==> src/sv/pqfs_pkg.sv <==
// Shared types and constants for the fast-scan accumulator.
// Used by the front, back and result stages, the top level and the testbench.
// Depends on nothing.
package pqfs_pkg;

	// Number of 4-bit codes carried by one code beat.
	localparam int CODE_LANES = 16;
	// Table entries per dimension, one for each 4-bit symbol.
	localparam int SYMBOLS = 16;
	// Default sizes handed to the top level.
	localparam int DEF_LANES = 16;
	localparam int DEF_MAX_DIM = 256;
	localparam int DEF_MAX_VECTORS = 16777216;
	// Depth of the queue between the front and the back.
	localparam int QUEUE_DEPTH = 4;

	// Reset values of the configuration registers.
	localparam logic [8:0] DIM_COUNT_RESET = 9'd256;
	localparam logic [24:0] VECTOR_COUNT_RESET = 25'd16777216;

	// Configuration register indexes.
	typedef enum logic {
		CFG_DIM_COUNT = 1'b0,
		CFG_VECTOR_COUNT = 1'b1
	} pqfs_cfg_t;

	// Input command codes.
	typedef enum logic {
		CMD_LOAD = 1'b0,
		CMD_CODES = 1'b1
	} pqfs_cmd_t;

	// One classified item in the queue between the front and the back.
	typedef struct packed {
		pqfs_cmd_t command;
		logic store_en;
		logic [7:0] dim;
		logic [3:0] symbol;
		logic [7:0] value;
		logic [63:0] codes;
	} pqfs_entry_t;

	// A finished block handed to the result stage (sums travel beside it).
	typedef struct packed {
		logic valid;
		logic [23:0] base;
		logic [4:0] count;
	} pqfs_blk_t;

endpackage

==> src/sv/pqfs_if.sv <==


interface pqfs_result_if;
	logic valid;
	logic ready;
	logic [23:0] vector_index;
	logic [15:0] score_sum;
	logic last;

	modport source (output valid, vector_index, score_sum, last, input ready);
	modport sink (input valid, vector_index, score_sum, last, output ready);
endinterface

==> src/sv/pqfs_emit.sv <==
// Result stage: holds the sums of a finished block and sends one result a beat.
// Depends on pqfs_pkg and pqfs_result_if.
module pqfs_emit
	import pqfs_pkg::*;
#(
	parameter int LANES = DEF_LANES
) (
	input logic clk,
	input logic arst_n,
	input pqfs_blk_t blk,
	input logic [15:0] sums [(LANES < CODE_LANES) ? LANES : CODE_LANES],
	output logic take,
	pqfs_result_if.source results
);

	localparam int ACTIVE = (LANES < CODE_LANES) ? LANES : CODE_LANES;
	localparam int PTR_W = (ACTIVE > 1) ? $clog2(ACTIVE) : 1;

	logic busy_q;
	logic [3:0] ptr_q;
	logic [4:0] cnt_q;
	logic [23:0] base_q;
	logic [15:0] sums_q [ACTIVE];
	logic is_last;
	logic beat;

	assign is_last = ((5'(ptr_q) + 5'd1) == cnt_q);
	assign beat = results.valid && results.ready;
	// Free now, or freed by the final beat of the current block.
	assign take = !busy_q || (beat && is_last);

	assign results.valid = busy_q;
	assign results.vector_index = base_q + 24'(ptr_q);
	assign results.score_sum = sums_q[ptr_q[PTR_W-1:0]];
	assign results.last = is_last;

	// Captured block.
	always_ff @(posedge clk) begin
		if (blk.valid) begin
			base_q <= blk.base;
			cnt_q <= blk.count;
			sums_q <= sums;
		end
	end

	// Walk the valid lanes of the block.
	always_ff @(posedge clk or negedge arst_n) begin
		if (!arst_n) begin
			busy_q <= 1'b0;
			ptr_q <= '0;
		end else if (blk.valid) begin
			busy_q <= 1'b1;
			ptr_q <= '0;
		end else if (beat) begin
			if (is_last) begin
				busy_q <= 1'b0;
			end
			ptr_q <= ptr_q + 4'd1;
		end
	end

	// A held block always has a lane left to send.
	assert property (@(posedge clk) disable iff (!arst_n)
		busy_q |-> (cnt_q != 5'd0) && (5'(ptr_q) < cnt_q))
		else $error("result pointer outside the block");

	// A block is only taken when the stage is free.
	assert property (@(posedge clk) disable iff (!arst_n)
		blk.valid |-> take)
		else $error("block handed over while results still pending");

endmodule

==> src/flat_wrapper.sv <==
// flat-port wrapper written by rule: the top's interface ports become plain ports
module pqfs_emit_flat import pqfs_pkg::*;
#(
	parameter int LANES = DEF_LANES
)
  (clk, arst_n, blk, sums, take, results_valid, results_vector_index, results_score_sum, results_last, results_ready);
  pqfs_result_if results_i ();
  input logic clk;
  input logic arst_n;
  input pqfs_blk_t blk;
  input logic [15:0] sums[(LANES < CODE_LANES) ? LANES : CODE_LANES];
  output logic take;
  output wire logic [$bits(results_i.valid)-1:0] results_valid;
  output wire logic [$bits(results_i.vector_index)-1:0] results_vector_index;
  output wire logic [$bits(results_i.score_sum)-1:0] results_score_sum;
  output wire logic [$bits(results_i.last)-1:0] results_last;
  input wire logic [$bits(results_i.ready)-1:0] results_ready;
  assign results_valid = results_i.valid;
  assign results_vector_index = results_i.vector_index;
  assign results_score_sum = results_i.score_sum;
  assign results_last = results_i.last;
  assign results_i.ready = results_ready;
  pqfs_emit #(.LANES(LANES)) u_core (.clk(clk), .arst_n(arst_n), .blk(blk), .sums(sums), .take(take), .results(results_i));
endmodule
==> config.mk <==
export PLATFORM = sky130hd
export DESIGN_NAME = pqfs_emit_flat
export DESIGN_NICKNAME = d
export VERILOG_FILES = /design/src/sv/pqfs_pkg.sv /design/src/sv/pqfs_if.sv /design/src/sv/pqfs_emit.sv /design/src/flat_wrapper.sv
export SDC_FILE = /design/constraint.sdc
export NUM_CORES = 1
export LEC_CHECK = 0
export BUFFER_PORTS_ARGS = -buffer_cell sky130_fd_sc_hd__buf_2
export CAP_MARGIN = 10
export CORE_MARGIN = 3
export CORE_UTILIZATION = 30
export CTS_CLUSTER_DIAMETER = 80
export CTS_CLUSTER_SIZE = 25
export DETAILED_ROUTE_END_ITERATION = 10
export PLACE_DENSITY = 0.54
export SYNTH_ARGS = -nofsm -noshare
export SYNTH_HDL_FRONTEND = slang
export SYNTH_SLANG_ARGS = --single-unit
==> constraint.sdc <==
create_clock -name clk -period 3.91 [get_ports clk]
set_clock_uncertainty 0.1 [all_clocks]
set_input_delay 0 -clock clk [delete_from_list [all_inputs] [get_ports clk]]
set_output_delay 0 -clock clk [all_outputs]
set_load 0.05 [all_outputs]
==> results of run 1 <==
==> cell families after synthesis <==
kind of cell             Yosys count  share of synthesized area [%]
flip-flops                       290                           75.4
multiplexers                      96                           11.8
AO/OA/AOI/OAI                     78                           5.05
AND/OR/NAND/NOR                   64                           3.27
buffers and inverters             33                           1.35
XOR/XNOR                          31                           2.36
adder cells (fa/ha/maj)            6                          0.717
==> cells in the mapped netlist (all sizes together) (2+ instances only) <==
cell type	instances	share of area, %
a21o	2	0.13
a21oi	5	0.22
a221oi	32	2.4
a22oi	16	1.0
and3	2	0.11
buf	15	0.76
clkbuf	14	0.46
dfrtp	5	1.1
edfxtp	285	74
ha	5	0.54
inv	3	0.098
mux2i	64	5.6
mux4	32	6.3
nand2	26	0.85
nand2b	2	0.11
nand3	5	0.22
nand4	2	0.22
nor2	8	0.26
nor3	6	0.39
nor3b	3	0.20
nor4b	4	0.57
o21ai	17	0.74
xnor2	11	0.84
xor2	20	1.5
==> per-stage QoR <==
stage	hold slack [ps]	area [sq um]	setup slack, ps	instances
after floorplan	-396	11500	926	598
after global placement	-273	13800	1110	1418
after detailed placement	-272	13800	1060	1418
==> reports/metrics.yaml, run 1 <==
placed_design:
  gp_congestion: 0.767
  hpwl_mm: 19.9
  port_buffers: 331
yosys:
  syn_nets: 893
  syn_area_sq_um: 11500
  synth-main-ff-cell: "edfxtp_1"
  yosys.cell_types.count: 45
  ys_warn_count: 0
  postSynth.asyncResetShare_pct: 1.72
  syn_avg_cell_area_sq_um: 19.3
  seq_area_frac_synth_pct: 75.4
  netlist_instances: 598
  synth_edf_count: 285
  ys_ff_latch: 290
floorplan:
  rows: 71
  dieWidth_um: 202
  io_pins: 332
  start_util_pct: 30.5
  die_h_um: 202
clock_tree:
  cts_hold_buf: 290
  cts_buffer_depth: 3
  cts_sinks: 290
  htreeDepth: 1
  post_cts_buffers: 0
  cts_resized: 0
  cts_made_buffers: 18
  root_buffer: "clkbuf_16"
outcome:
  status: "stopped before the end"
  first-error: "[ERROR RSZ-0060] Max buffer count reached."
  haltStage: "clock tree synthesis"
==> run 2, diff against run 1 <==
- CORE_UTILIZATION: 30 -> 20
- CTS_CLUSTER_DIAMETER: 80 -> not set
- CTS_CLUSTER_SIZE: 25 -> not set
- PLACE_DENSITY: 0.54 -> not set
- PLACE_DENSITY_LB_ADDON: not set -> 0.15
==> reports/metrics.yaml, run 2 <==
yosys:
  syn_nets: 893  # unchanged
  synth_top_cells_by_count: "edfxtp_1, mux2i_1, a221oi_1, mux4_2, nand2_1"  # unchanged
  yosys.cell_types.count: 45  # unchanged
  synth.top_cell.area_share_pct: 74.3  # unchanged
  synth_top_cell_by_area: "edfxtp_1"  # unchanged
  synth-main-ff-cell: "edfxtp_1"  # unchanged
  seq_area_frac_synth_pct: 75.4  # unchanged
  ys_warn_count: 0  # unchanged
  ys_ff_latch: 290  # unchanged
  synth_most_common_cell: "edfxtp_1"  # unchanged
  postSynth.asyncResetShare_pct: 1.72  # unchanged
  synth_edf_count: 285  # unchanged
  syn_avg_cell_area_sq_um: 19.3  # unchanged
  netlist_instances: 598  # unchanged
  syn_area_sq_um: 11500  # unchanged
  synth_area_leaders: "edfxtp_1, mux4_2, mux2i_1, a221oi_1, xor2_1"  # unchanged
min_path:
  hp-class: "in -> reg"
critical_path:
  critPathMaxFanout: 8
  path_class: "reg -> out"
  critPathRequiredTime_ps: 3810
  worstSetupEndpointType: "primary output"
  critPathCapture: "results_vector_index[16]"
  worstPathArrival_ps: 3120
  r2r_start: "u_core.ptr_q[0]$_DFFE_PN0P_"
  startpoint: "u_core.ptr_q[0]$_DFFE_PN0P_"
  rr_endpoint: "u_core.results.valid$_DFFE_PN0P_"
  r2r_cells: 7
  r2r_setup_slack_ps: 880
  crit_path_start_kind: "register"
timing:
  post-route-period-util_pct: 82.4
  period_needed_ps: 3220
  slew_violations: 0
  hold-worst-slack_ps: 58.3
  final_hold_viol_count: 0
  fin_tns_setup_ps: 0
  relSlewSlack_pct: 34.2
  setup-violations-final: 0
  worstMarginPinSlew_ps: 987
  rsz0062_at_grt: "no"
  fmax_mhz: 310
clock_tree:
  cts_resized: 0  # unchanged
  cts_made_buffers: 36  # was 18
  post_cts_buffers: 0  # unchanged
  cts_buffer_depth: 3  # unchanged
  clk_pin_slew_worst_paths_ps: 60
  htreeDepth: 2  # was 1
  cts_hold_buf: 290  # unchanged
  root_buffer: "clkbuf_16"  # unchanged
  cts_sinks: 290  # unchanged
  cts_tree: "built"
  clk_latency_ps: 530
layout:
  largest-register: "u_core.sums_q"
  top_regs: "u_core.sums_q (256), u_core.base_q (24), u_core.cnt_q (5)"
  layout_common_cells: "buf_2, dlygate4sd3_1, edfxtp_1"
  nFillCells: 5586
  syn_to_final_growth_pct: 58.5
  final_common_cell: "buf_2"
  nets: 1539
  register_area_sq_um: 8690
  largest_reg_flops: 256
  multi_input_area_sq_um: 2680
  antenna-diode-count: 0
  drive_above_1_share_pct: 35.2
placed_design:
  hpwl_mm: 25.1  # was 19.9 mm
  port_buffers: 331  # unchanged
  gp_congestion: 0.729  # was 0.767
global_route:
  antenna_found_initial: 1
  grt_pass1_vias: 8907
  grt_pass1_wl_mm: 55.8
  grt_max_degree: 116
  grt_usage_pct: 12.5
  grt-ovfl-total: 0
floorplan:
  io_pins: 332  # unchanged
  core_area_sq_um: 56700
  rows: 87  # was 71
  die_h_um: 246  # was 202 um
  start_util_pct: 20.3  # was 30.5%
  dieArea_sq_um: 60500
  dieWidth_um: 246  # was 202 um
job:
  drv_cap: 0
power_and_ir_drop:
  powerDensity_nw_per_um2: 453
  p_leak_nw: 6.97
  irDropWorstVdd_mv: 0.291
routing:
  wirelength_mm: 38.1
  route.detailed.drc: 0
  first_pass_iters: 4
  avgRoutedWirePerCell_um: 18.8
  vias: 8031
  drt_iter0_drc: 406
  ant_nets: 0
  avgViaCountPerCell: 3.96
outcome:
  status: "finished, final reports clean"  # was stopped before the end
-- run 2: cell counts after synthesis --
No cell type changed its count.
-- run 2: logic make-up after synthesis --
logic type,Yosys count,synth area share [%]
flip-flops,290,75.4
multiplexers,96,11.8
AO/OA/AOI/OAI,78,5.05
AND/OR/NAND/NOR,64,3.27
buffers and inverters,33,1.35
XOR/XNOR,31,2.36
adder cells (fa/ha/maj),6,0.717
-- run 2: metrics by stage --
stage	util [%]	cell area, sq um	total power, mW	setup slack [ps]	instances
floorplan	-	11500	4.36	926	598
global placement	25.0	14200	4.78	1200	1672
detailed placement	25.0	14200	4.78	1180	1672
CTS	32.2	18200	8.44	571	2027
global route	32.2	18200	8.64	464	2027
finish	32.2	18200	8.27	688	2027
-- run 2: metal layers --
| layer | global-route usage (%) | wire, um |
|---|---|---|
| met3 | 2.58 | 2180 |
| met2 | 20.3 | 17500 |
| met5 | 0 | 13 |
| met4 | 3.87 | 874 |
| met1 | 16.8 | 17500 |
-- run 2: worst min path at each step --
stage | cells after the start | start | to | slack, ps
after floorplan | 0 | arst_n | u_core.ptr_q[0]$_DFFE_PN0P_ | -400
after global placement | 1 | arst_n | u_core.results.valid$_DFFE_PN0P_ | -260
after detailed placement | 1 | arst_n | u_core.results.valid$_DFFE_PN0P_ | -270
after CTS | 2 | sums[233] | u_core.sums_q[233]$_DFFE_PP_ | 10
after global routing | 2 | sums[101] | u_core.sums_q[101]$_DFFE_PP_ | 40
final | 2 | sums[198] | u_core.sums_q[198]$_DFFE_PP_ | 60
-- run 2: critical path, cell delays in order (launching register included) --
cell	delay, ps
dfrtp_4	490
ha_1	220
fa_1	410
a21o_1	210
a32oi_1	670
nor4_1	130
xnor2_1	170
buf_2	280
-- run 2: layout make-up --
class,count,area share (%)
Inverter,4,0.0823
Tap cell,756,5.18
Clock buffer,43,5.20
Timing Repair Buffer,637,26.0
Clock inverter,22,1.22
Multi-Input combinational cell,275,14.7
Sequential cell,290,47.6
-- run 2: where the power goes --
part | switching (mW) | internal, mW
Clock | 1.33 | 2.00
Combinational | 0.606 | 0.551
Sequential | 0.0828 | 3.69
Total | 2.02 | 6.25
Note: power is estimated with default switching activity, not from simulation.
==> run 3, diff against run 2 <==
- clock period: 3.91 -> 2.7 ns (I/O delays scaled with it)
==> reports/metrics.yaml, run 3 (synthesized netlist as in run 2, its figures left out) <==
critical_path:
  critPathMaxFanout: 20  # was 8
  startpoint: "u_core.ptr_q[0]$_DFFE_PN0P_"  # unchanged
  worstSetupEndpointType: "primary output"  # unchanged
  r2r_setup_slack_ps: 520  # was 880 ps
  critPathCapture: "take"  # was results_vector_index[16]
  rr_endpoint: "u_core.results.valid$_DFFE_PN0P_"  # unchanged
  critPathRequiredTime_ps: 2600  # was 3810 ps
  r2r_start: "u_core.ptr_q[0]$_DFFE_PN0P_"  # unchanged
  worstPathArrival_ps: 2570  # was 3120 ps
  crit_path_start_kind: "register"  # unchanged
  path_class: "reg -> out"  # unchanged
  r2r_cells: 7  # unchanged
routing:
  avgViaCountPerCell: 3.89  # was 3.96
  drt_iter0_drc: 302  # was 406
  ant_nets: 0  # unchanged
  avgRoutedWirePerCell_um: 18.7  # was 18.8 um
  wirelength_mm: 38.4  # was 38.1 mm
  first_pass_iters: 4  # unchanged
  vias: 8008  # was 8031
  route.detailed.drc: 0  # unchanged
placed_design:
  port_buffers: 331  # unchanged
  hpwl_mm: 25.1  # about the same
  placed_cell_area_sq_um: 14300  # was 14200 sq um
  gp_congestion: 0.728  # was 0.729
power_and_ir_drop:
  powerDensity_nw_per_um2: 625  # was 453 nW/um^2
  p_leak_nw: 7.27  # was 6.97 nW
  internal-power_mw: 8.90  # was 6.25 mW
  switchingPower_mw: 2.94  # was 2.02 mW
  combPwrFrac_pct: 16.0  # was 14.0%
  power_mw: 11.8  # was 8.27 mW
  irDropWorstVdd_mv: 0.436  # was 0.291 mV
  p_sw_share_pct: 24.8  # was 24.4%
  p_seq_share_pct: 46.2  # was 45.7%
  power_frac_clock_pct: 37.8  # was 40.3%
clock_tree:
  cts_made_buffers: 36  # unchanged
  cts_tree: "built"  # unchanged
  cts_sinks: 290  # unchanged
  clk_latency_ps: 530  # about the same
  clk_pin_slew_worst_paths_ps: 60  # about the same
  root_buffer: "clkbuf_16"  # unchanged
  htreeDepth: 2  # unchanged
  cts_buffer_depth: 3  # unchanged
timing:
  period_needed_ps: 2670
  hold-worst-slack_ps: 70.1  # was 58.3 ps
  final_hold_viol_count: 0  # unchanged
  slew_violations: 0  # unchanged
  fin_tns_setup_ps: 0  # unchanged
  setup-violations-final: 0  # unchanged
  rsz0062_at_grt: "yes"  # was no
  fmax_mhz: 375
  post-route-period-util_pct: 98.8
  relSlewSlack_pct: 55.1  # was 34.2%
  worstMarginPinSlew_ps: 673  # was 987 ps
layout:
  largest-register: "u_core.sums_q"  # unchanged
  layout_common_cells: "buf_2, dlygate4sd3_1, edfxtp_1"  # unchanged
  syn_to_final_growth_pct: 64.4  # was 58.5%
  stdcell_area_sq_um: 18900  # was 18200 sq um
  drive_above_1_share_pct: 39.5  # was 35.2%
  top_regs: "u_core.sums_q (256), u_core.base_q (24), u_core.cnt_q (5)"  # unchanged
  final_common_cell: "buf_2"  # unchanged
  largest_reg_flops: 256  # unchanged
  nets: 1571  # was 1539
global_route:
  grt_pass1_wl_mm: 55.4  # was 55.8 mm
  grt-ovfl-total: 0  # unchanged
  grt_usage_pct: 12.4  # was 12.5%
  antenna_found_initial: 2  # was 1
  grt_max_degree: 72  # was 116
  grt_pass1_vias: 8954  # was 8907
floorplan:
  start_util_pct: 20.3  # unchanged
  dieArea_sq_um: 60500  # unchanged
  io_pins: 332  # unchanged
  die_h_um: 246  # unchanged
  dieWidth_um: 246  # unchanged
  rows: 87  # unchanged
  core_area_sq_um: 56700  # unchanged
min_path:
  hp-class: "in -> reg"  # unchanged
outcome:
  status: "finished, final reports clean"  # unchanged
job:
  drv_cap: 0  # unchanged
-- run 3: cell types whose count changed in the layout (fill, tap and decap cells not counted), sizes merged --
cell	previous run	this run
buf	347	373
bufinv	4	1
clkbuf	43	52
clkinv	14	12
clkinvlp	3	1
diode	0	1
dlygate4sd3	290	289
nor2b	1	2
-- run 3: per-layer routing --
layer | wire, um | GRT usage [%] | vias to the layer above
met4 | 861 | 3.94 | 0
met1 | 16000 | 15.1 | 3928
met3 | 1610 | 2.32 | 53
li1 | - | - | 3823
met5 | 0 | 0 | -
met2 | 19900 | 22.0 | 204
-- run 3: final cells by class --
| cell class | instances | area [sq um] |
|---|---|---|
| diodes | 1 | 2.50 |
| clock buffers | 46 | 970 |
| clock inverters | 15 | 103 |
| fillers | 5567 | 37800 |
| inverters | 4 | 17.5 |
| multi-input cells | 276 | 2990 |
| flip-flops and latches | 290 | 8690 |
| well taps | 756 | 946 |
| repair buffers | 668 | 5210 |
-- run 3: worst min path at each step --
stage                         start                               end  slack [ps]  cells past startpoint
after floorplan              arst_n       u_core.ptr_q[0]$_DFFE_PN0P_        -400                      0
after global placement       arst_n  u_core.results.valid$_DFFE_PN0P_        -260                      1
after detailed placement     arst_n  u_core.results.valid$_DFFE_PN0P_        -260                      1
after CTS                 sums[214]      u_core.sums_q[214]$_DFFE_PP_          20                      2
after global routing      sums[117]      u_core.sums_q[117]$_DFFE_PP_          50                      2
final                      sums[69]       u_core.sums_q[69]$_DFFE_PP_          70                      2
-- run 3: power by group through the flow --
| stage | sequential, mW | clock, mW | combinational (mW) |
|---|---|---|---|
| 6_report | 5.47 | 4.47 | 1.90 |
| 5_1_grt | 5.50 | 4.86 | 2.04 |
| 4_1_cts | 5.47 | 4.70 | 1.85 |
| 3_5_place_dp | 5.55 | 0 | 1.40 |
| 3_3_place_gp | 5.55 | 0 | 1.41 |
| 2_1_floorplan | 5.51 | 0 | 0.811 |
-- run 3: critical path: stages (launching register included) --
cell,delay [ps]
dfrtp_4,520
buf_16,190
ha_1,350
xor2_1,170
a211o_1,260
a211oi_4,220
a21bo_1,160
buf_6,150
-- run 3: what timing repair did --
action                                 CTS  global route
setup endpoints to repair               33            31
setup buffers                            5            11
hold buffers                           289             0
pin swaps                                4             6
gates resized for setup                 59            39
cloned                                   2             2
endpoints found under the hold margin  351             0
-- run 3: through the flow --
| step | std cells | worst slack [ps] | utilization (%) |
|---|---|---|---|
| detailed placement | 1685 | -64.9 | 25.2 |
| finish | 2056 | 31.7 | 33.4 |
| global placement | 1685 | -70.8 | 25.2 |
| floorplan | 598 | 25.4 | - |
| CTS | 2042 | -87.7 | 32.8 |
| global route | 2056 | -128 | 33.4 |
